## config.mk

```make
export PLATFORM = sky130hd
export DESIGN_NAME = rsp_packet_deframer_unit
export DESIGN_NICKNAME = d
export VERILOG_FILES = /design/src/design/rsp_pkg.sv /design/src/design/rsp_packet_deframer_unit.sv /design/src/design/rsp_in_stage.sv /design/src/design/rsp_core.sv /design/src/design/rsp_out_stage.sv
export SDC_FILE = /design/constraint.sdc
export NUM_CORES = 1
export LEC_CHECK = 0
export CAP_MARGIN = 10
export CELL_PAD_IN_SITES_DETAIL_PLACEMENT = 0
export CELL_PAD_IN_SITES_GLOBAL_PLACEMENT = 2
export CORE_MARGIN = 2
export CORE_UTILIZATION = 42
export DETAILED_ROUTE_END_ITERATION = 7
export DONT_BUFFER_PORTS = 1
export PLACE_DENSITY_LB_ADDON = 0.1
export SLEW_MARGIN = 20
export SYNTH_ARGS = -nofsm -noshare
export SYNTH_HDL_FRONTEND = slang
export SYNTH_HIERARCHICAL = 1
export SYNTH_SLANG_ARGS = --single-unit
```

## constraint.sdc

```tcl
create_clock -name clk_i -period 3.38 [get_ports clk_i]
set_clock_uncertainty 0.15 [all_clocks]
set_input_delay 0.676 -clock clk_i [delete_from_list [all_inputs] [get_ports clk_i]]
set_output_delay 0.676 -clock clk_i [all_outputs]
set_load 0.02 [all_outputs]
```

## src/design/rsp_pkg.sv

```systemverilog
package rsp_pkg;

  localparam int unsigned MaxPayload = 4096;
  localparam int unsigned LenW = 13;
  localparam int unsigned CntNeed = $clog2(MaxPayload + 1);
  localparam int unsigned CntW = (CntNeed > LenW) ? CntNeed : LenW;

  localparam logic [7:0] ChrDollar = 8'h24;
  localparam logic [7:0] ChrHash = 8'h23;
  localparam logic [7:0] ChrPlus = 8'h2B;
  localparam logic [7:0] ChrMinus = 8'h2D;
  localparam logic [7:0] ChrIntr = 8'h03;

  typedef enum logic [1:0] {
    PhOutside = 2'd0,
    PhPayload = 2'd1,
    PhHexHi = 2'd2,
    PhHexLo = 2'd3
  } rsp_phase_e;

  typedef enum logic [2:0] {
    EvNone = 3'd0,
    EvAck = 3'd1,
    EvNack = 3'd2,
    EvIntr = 3'd3,
    EvGood = 3'd4,
    EvBad = 3'd5,
    EvMalformed = 3'd6,
    EvTooLong = 3'd7
  } rsp_event_e;

  typedef struct packed {
    logic payload_valid;
    logic [7:0] payload_byte;
    rsp_event_e event_code;
    logic [LenW-1:0] payload_length;
    logic [7:0] sum_computed;
  } rsp_result_t;

  // Bit 4 of the result is set when the character is not a hex digit.
  function automatic logic [4:0] hex_value(input logic [7:0] c);
    logic [4:0] v;
    v = 5'h10;
    if (c inside {[8'h30:8'h39]}) begin
      v = {1'b0, 4'(c - 8'h30)};
    end else if (c inside {[8'h61:8'h66]}) begin
      v = {1'b0, 4'(c - 8'h57)};
    end else if (c inside {[8'h41:8'h46]}) begin
      v = {1'b0, 4'(c - 8'h37)};
    end
    return v;
  endfunction

endpackage

```

## src/design/rsp_packet_deframer_unit.sv

```systemverilog
// Channel  | Direction | Signals          | Contents
// s_axis   | in        | tvalid/tready    | tdata[7:0] rx_byte
// m_axis   | out       | tvalid/tready    | tdata: payload_byte, payload_length, sum_computed
//          |           |                  | tuser: payload_valid, event_code
//
// While s_axis_tready_o is high one item is taken per cycle, and each item gives exactly one result item.
// A result passes through the input register and then the result register, with
// the deframer state updated as the item moves between them.
// Reset clears the phase, the running sum, the count and both valid flags at once.
// While m_axis_tready_i is low the result holds, one more item waits in the input
// register, and s_axis_tready_o drops only when both are full.
module rsp_packet_deframer_unit (
  input  logic        clk_i,
  input  logic        rst_ni,
  input  logic        s_axis_tvalid_i,
  output logic        s_axis_tready_o,
  input  logic [7:0]  s_axis_tdata_i,  // [7:0] rx_byte
  output logic        m_axis_tvalid_o,
  input  logic        m_axis_tready_i,
  output logic [31:0] m_axis_tdata_o,  // [7:0] payload_byte, [20:8] payload_length,
                                       // [28:21] sum_computed, [31:29] zero
  output logic [3:0]  m_axis_tuser_o   // [0] payload_valid, [3:1] event_code
);
  import rsp_pkg::*;

  logic        in_valid;
  logic        in_ready;
  logic [7:0]  in_byte;
  logic        step;
  rsp_result_t step_res;
  rsp_result_t out_res;

  rsp_in_stage u_in_stage (
    .clk_i   (clk_i),
    .rst_ni  (rst_ni),
    .valid_i (s_axis_tvalid_i),
    .ready_o (s_axis_tready_o),
    .data_i  (s_axis_tdata_i),
    .valid_o (in_valid),
    .ready_i (in_ready),
    .data_o  (in_byte)
  );

  assign step = in_valid && in_ready;

  rsp_core u_core (
    .clk_i     (clk_i),
    .rst_ni    (rst_ni),
    .step_i    (step),
    .rx_byte_i (in_byte),
    .result_o  (step_res)
  );

  rsp_out_stage u_out_stage (
    .clk_i    (clk_i),
    .rst_ni   (rst_ni),
    .valid_i  (in_valid),
    .ready_o  (in_ready),
    .result_i (step_res),
    .valid_o  (m_axis_tvalid_o),
    .ready_i  (m_axis_tready_i),
    .result_o (out_res)
  );

  assign m_axis_tdata_o = {3'b000, out_res.sum_computed, out_res.payload_length,
                           out_res.payload_byte};
  assign m_axis_tuser_o = {out_res.event_code, out_res.payload_valid};

endmodule

```

## src/design/rsp_in_stage.sv

```systemverilog
module rsp_in_stage (
  input  logic       clk_i,
  input  logic       rst_ni,
  input  logic       valid_i,
  output logic       ready_o,
  input  logic [7:0] data_i,
  output logic       valid_o,
  input  logic       ready_i,
  output logic [7:0] data_o
);

  logic       valid_q, valid_d;
  logic [7:0] data_q, data_d;

  assign ready_o = !valid_q || ready_i;

  always_comb begin
    valid_d = valid_q;
    data_d = data_q;
    if (ready_o) begin
      valid_d = valid_i;
      data_d = data_i;
    end
  end

  always_ff @(posedge clk_i or negedge rst_ni) begin
    if (!rst_ni) begin
      valid_q <= 1'b0;
    end else begin
      valid_q <= valid_d;
    end
  end

  always_ff @(posedge clk_i) begin
    data_q <= data_d;
  end

  assign valid_o = valid_q;
  assign data_o = data_q;

endmodule

```

## src/design/rsp_core.sv

```systemverilog
module rsp_core (
  input  logic                clk_i,
  input  logic                rst_ni,
  input  logic                step_i,
  input  logic [7:0]          rx_byte_i,
  output rsp_pkg::rsp_result_t result_o
);
  import rsp_pkg::*;

  rsp_phase_e      phase_q, phase_d;
  logic [7:0]      sum_q, sum_d;
  logic [3:0]      hi_q, hi_d;
  logic            herr_q, herr_d;
  logic [CntW-1:0] cnt_q, cnt_d;

  logic [4:0]  hv;
  logic        herr_n;
  logic [7:0]  rx_sum;
  logic        done;
  rsp_result_t res;

  always_comb begin
    phase_d = phase_q;
    sum_d = sum_q;
    hi_d = hi_q;
    herr_d = herr_q;
    cnt_d = cnt_q;
    done = 1'b0;
    hv = hex_value(rx_byte_i);
    herr_n = herr_q | hv[4];
    rx_sum = herr_n ? 8'h00 : {hi_q, hv[3:0]};
    res = '0;
    res.event_code = EvNone;

    case (phase_q)
      PhOutside: begin
        if (rx_byte_i == ChrPlus) begin
          res.event_code = EvAck;
        end else if (rx_byte_i == ChrMinus) begin
          res.event_code = EvNack;
        end else if (rx_byte_i == ChrIntr) begin
          res.event_code = EvIntr;
        end else if (rx_byte_i == ChrDollar) begin
          phase_d = PhPayload;
          sum_d = '0;
          cnt_d = '0;
          herr_d = 1'b0;
          hi_d = '0;
        end else begin
          res.event_code = EvMalformed;
        end
      end
      PhPayload: begin
        if (rx_byte_i == ChrHash) begin
          phase_d = PhHexHi;
        end else if (cnt_q >= CntW'(MaxPayload)) begin
          res.event_code = EvTooLong;
          done = 1'b1;
        end else begin
          res.payload_valid = 1'b1;
          res.payload_byte = rx_byte_i;
          sum_d = sum_q + rx_byte_i;
          cnt_d = cnt_q + CntW'(1);
        end
      end
      PhHexHi: begin
        if (hv[4]) begin
          herr_d = 1'b1;
        end else begin
          hi_d = hv[3:0];
        end
        phase_d = PhHexLo;
      end
      PhHexLo: begin
        herr_d = herr_n;
        res.event_code = (rx_sum == sum_q) ? EvGood : EvBad;
        done = 1'b1;
      end
      default: begin
        phase_d = PhOutside;
      end
    endcase

    res.payload_length = cnt_d[LenW-1:0];
    res.sum_computed = sum_d;

    if (done) begin
      phase_d = PhOutside;
      sum_d = '0;
      cnt_d = '0;
      hi_d = '0;
      herr_d = 1'b0;
    end
  end

  always_ff @(posedge clk_i or negedge rst_ni) begin
    if (!rst_ni) begin
      phase_q <= PhOutside;
      sum_q <= '0;
      hi_q <= '0;
      herr_q <= 1'b0;
      cnt_q <= '0;
    end else if (step_i) begin
      phase_q <= phase_d;
      sum_q <= sum_d;
      hi_q <= hi_d;
      herr_q <= herr_d;
      cnt_q <= cnt_d;
    end
  end

  assign result_o = res;

endmodule

```

## src/design/rsp_out_stage.sv

```systemverilog
module rsp_out_stage (
  input  logic                 clk_i,
  input  logic                 rst_ni,
  input  logic                 valid_i,
  output logic                 ready_o,
  input  rsp_pkg::rsp_result_t result_i,
  output logic                 valid_o,
  input  logic                 ready_i,
  output rsp_pkg::rsp_result_t result_o
);
  import rsp_pkg::*;

  logic        valid_q, valid_d;
  rsp_result_t result_q, result_d;

  assign ready_o = !valid_q || ready_i;

  always_comb begin
    valid_d = valid_q;
    result_d = result_q;
    if (ready_o) begin
      valid_d = valid_i;
      result_d = result_i;
    end
  end

  always_ff @(posedge clk_i or negedge rst_ni) begin
    if (!rst_ni) begin
      valid_q <= 1'b0;
    end else begin
      valid_q <= valid_d;
    end
  end

  always_ff @(posedge clk_i) begin
    result_q <= result_d;
  end

  assign valid_o = valid_q;
  assign result_o = result_q;

endmodule

```

-- Word level (Yosys, flattened, before mapping)
Index checks and enable logic that the tools add are counted.
- $add $sub $neg: 5
- $lt $le $gt $ge: 7
- equality and inequality tests: 16
- muxes and demuxes: 53
- bitwise gates (word level): 2
- reduce and logical (&&, ||, !) cells: 17
- operators with widths (operator ; count):
    2-to-1 mux 13 bit ; 7
    2-to-1 mux 8 bit ; 8
    == test 8 x 6 -> 1 bit, second input constant ; 4
    one-hot mux 13 bit (2 select lines) ; 1
    2-to-1 mux 4 bit ; 6
    AND reduction 7 bit ; 3
    2-to-1 mux 3 bit ; 6
    >= comparator 8 x 7 -> 1 bit, second input constant ; 2
    less-or-equal comparator 8 x 7 -> 1 bit, second input constant ; 2
    one-hot mux 8 bit (2 select lines) ; 1
    2-to-1 mux 5 bit ; 3
    adder 13 x 1 -> 13 bit, second input constant ; 1
    >= comparator 13 bit, second input constant ; 1
    2-to-1 mux 2 bit ; 6
    2-to-1 mux 1 bit ; 9
    2-to-1 mux 9 bit ; 1
    != test 3 x 1 -> 1 bit, second input constant ; 3
    != test 3 x 2 -> 1 bit, second input constant ; 3
    one-hot mux 3 bit (3 select lines) ; 1
    adder 8 bit ; 1
    == test 8 x 2 -> 1 bit, second input constant ; 1
    == test 8 bit ; 1
    >= comparator 8 x 6 -> 1 bit, second input constant ; 1
    less-or-equal comparator 8 x 6 -> 1 bit, second input constant ; 1
    other kinds (19) ; 27
- bits in registers: 71
- bits of input ports: 12
- output and inout bits: 38
- logic and storage cells: 113

-- Longest topological paths before layout
- depth in word-level cells: 10
- gate-level depth with buffers: 10
- mapped depth without buffers: 8

-- Modules after synthesis
The synthesis kept the hierarchy.
- modules (own cells, without submodules) (module ; times used ; cells an instance ; area each (um2) ; sequential area each (um2)):
    rsp_core ; 1 ; 360 ; 3040.4 ; 700.7
    rsp_out_stage ; 1 ; 36 ; 1038.5 ; 1016.0
    rsp_in_stage ; 1 ; 11 ; 287.8 ; 265.3
    rsp_packet_deframer_unit ; 1 ; 5 ; 32.5 ; 0.0

-- Worst setup path after synthesis
OpenSTA, ideal clock, no wires.
- kind: register -> register
- from: register u_in_stage.data_q[0] (netlist: u_in_stage/data_o[0])
- to: register u_out_stage.result_q, in the netlist u_out_stage/result_o[21] (data pin)
- library setup time: 0.272 ns
- data arrival time: 2.129 ns
- data required time: 2.958 ns
- setup slack: 0.829 ns
- stages on the path, launching flop included: 9
- buffers on the path: 0
- period minus slack after synthesis: 2.551 ns
- cells stage by stage: edfxtp_1 inv_1 ha_1 or3b_2 nand4_1 nand2_1 o32a_1 o22ai_1 a41oi_2
- RTL lines (element ; RTL line ; text):
    start, declared ; rsp_in_stage.sv:13 ; logic [7:0] data_q, data_d;
    start signal, assigned ; rsp_in_stage.sv:35 ; data_q <= data_d;
    end signal, assigned ; rsp_out_stage.sv:36 ; result_q <= result_d;
    end, declared ; rsp_out_stage.sv:14 ; rsp_result_t result_q, result_d;

==> flow_summary.toml <==
[power]
swShare_pct = 42.2
p_int_uw = 2170
power.leakage_uw = 0.00187
p_comb_share_pct = 37.0
p_clk_share_pct = 19.6
seqPwrFrac_pct = 43.3
ir_drop_mv = 0.404
powerDensity_nw_per_um2 = 792
p_switching_uw = 1580

[grt]
grt_pass1_vias = 3120
grt_pass1_wl_mm = 17.7
antenna_found_initial = 0
overflow = 0
grt_max_degree = 36
grtUsageTotal_pct = 20.6

[synthesis]
yosys-top-cells-area = "edfxtp_1, dfrtp_1, ha_1, nand2_1, o21ai_0"
synthFlopType = "edfxtp_1"
synthCells = 412
synth_common_cells = "edfxtp_1, nand2_1, dfrtp_1"
yosysWarningCount = 6
synth_enable_flop_cells = 41
synth_top_cell_by_area = "edfxtp_1"
synthesis.area_um2 = 4400
synth.distinct_cells = 92
ys_seq_area_share_pct = 45.1
synthArstFlopShare_pct = 42.3
synth_most_common_cell = "edfxtp_1"
avgSynthCellArea_um2 = 10.7
synth-seq-cells = 71
synth_top_area_share_pct = 28.0

[die]
num_rows = 37
die_w_um = 106
coreArea_um2 = 10200
io_pins = 50
initial_core_util_pct = 43.0
chipHeight_um = 106
dieArea_um2 = 11300

[drt]
drtIter0Drc = 194
wirelength_mm = 11.0
drtAntennaViolNets = 0
dr.pass1.iters = 4
dr_total_vias = 3248
drc_errors = 0
wl_per_cell_um = 19.8
via_per_inst = 5.83

[clock_network]
cts_buffers = 9
cts_sinks = 71
holdBufCountCts = 2
clock-root-buffer = "clkbuf_8"
h-tree-depth = 3
clk_latency_ns = 0.35
cts_buffer_depth = 2
cts_resized = 0
cts_setup_buffers = 0
cts_tree = "done"
clkTransAtPathRegs_ns = 0.07

[placement]
gp_congestion = 0.818
io_buffers = 0
hpwl_mm = 7.95
post_dp_cell_area_um2 = 4500

[sta]
tns_ns = 0
fin_crit_ns = 2.98
rsz0062_at_grt = "no"
hold_violations = 0
setup_viol = 0
holdWs_ns = 0.268
worst_pin_slew_ns = 0.646
report.final.slew_viol_count = 0
relSlewSlack_pct = 56.8
post-route-period-util_pct = 88.1
fmaxAchievable_mhz = 336

[finish]
syn_to_final_growth_pct = 7.59
fillers = 957
stdcell_area_um2 = 4730
finalCoreUtilization_pct = 46.3
layout.nets = 448
drive_gt1_share_pct = 13.5
antenna_cells = 0

[critical_path]
endpoint_kind = "register"
critPathKind = "register to register"
crit_arrival_ns = 2.92
crit_required_ns = 3.32
cp_max_fo = 9
worst_setup_path_start_kind = "register"

[hold_path]
hp-class = "input pin to register"

[run]
timing.max_cap.violations = 0

[status]
status = "completed"
[critical path: stages (launching register included)]
cell	delay (ns)
edfxtp_1	0.59
inv_1	0.20
ha_1	0.27
o21ba_2	0.25
o21ai_0	0.47
a211oi_1	0.15
o32ai_1	0.29
and3_1	0.23
a41oi_2	0.11
[through the flow]
stage,power [uW],cells,setup WS [ns]
global placement,3000,539,0.489
CTS,3760,557,0.426
detailed placement,3010,539,0.458
floorplan,2660,414,0.829
global route,4000,557,0.187
finish,3750,557,0.401
[kinds of logic after synthesis]
kind of cell | count (synthesis) | synth area share [%]
mux | 6 | 1.51
compound gates | 131 | 23.3
other cells | 1 | 0.0852
simple gates | 138 | 18.1
buf+inv | 39 | 4.89
flops | 71 | 45.1
fa+ha+maj | 20 | 5.86
xor+xnor | 6 | 1.19
[final timing paths]
kind                                                     start                                  to  slack (ns)  cells past startpoint
worst max-delay path            u_in_stage/data_o[0]$_DFFE_PP_  u_out_stage/result_o[21]$_DFFE_PP_        0.40                      8
worst min-delay path                         s_axis_tdata_i[2]      u_in_stage/data_o[2]$_DFFE_PP_        0.27                      0
worst max register to register  u_in_stage/data_o[0]$_DFFE_PP_  u_out_stage/result_o[21]$_DFFE_PP_        0.40                      8
worst min register to register     u_core/cnt_q[7]$_DFFE_PN0P_         u_core/cnt_q[7]$_DFFE_PN0P_        0.38                      1
max in group asynchronous                               rst_ni       u_core/phase_q[1]$_DFFE_PN0P_        2.27                      2
min in group asynchronous                               rst_ni         u_core/sum_q[2]$_DFFE_PN0P_        0.62                      2
[layout make-up]
| type | count | area [um^2] | area share (%) |
|---|---|---|---|
| Multi-Input combinational cell | 304 | 2210 | 46.7 |
| Inverter | 20 | 75.1 | 1.59 |
| Clock inverter | 4 | 71.3 | 1.51 |
| Sequential cell | 71 | 1980 | 41.9 |
| Tap cell | 136 | 170 | 3.60 |
| Timing Repair Buffer | 10 | 90.1 | 1.90 |
| Clock buffer | 12 | 135 | 2.85 |
[placed cells by master (no fill, tap or decap), drive strengths merged, types with 7 or more instances in the layout]
cell type	count
o21ai	32
dfrtp	30
and2	7
nor2	23
nand2	38
inv	19
a21oi	20
a22o	11
nor3	9
buf	9
nand3	19
nand2b	10
ha	19
clkbuf	12
edfxtp	41
and3	10
a31oi	7
o31ai	10
[power groups by stage]
stage                     clock network, uW  registers (uW)  logic (uW)
after floorplan                           0            1560        1090
after global placement                    0            1640        1360
after detailed placement                  0            1650        1370
after CTS                               750            1630        1390
after global routing                    787            1660        1560
final                                   735            1620        1390
[state kept, by name, indices dropped and copies added, names as in the netlist]
signal	count
u_in_stage/data_o	8
u_core/herr_q	1
u_in_stage/valid_o	1
u_core/hi_q	4
u_out_stage/result_o	33
u_core/phase_q	2
u_out_stage/valid_o	1
u_core/cnt_q	13
u_core/sum_q	8
[layer usage]
layer	up-vias	track usage, %	share of wire, %
met5	-	0	0
met4	0	7.61	1.6
met3	13	2.70	4.3
met2	81	29.3	43
met1	1565	31.8	52
li1	1589	-	-
(Power assumes the default switching activity.)
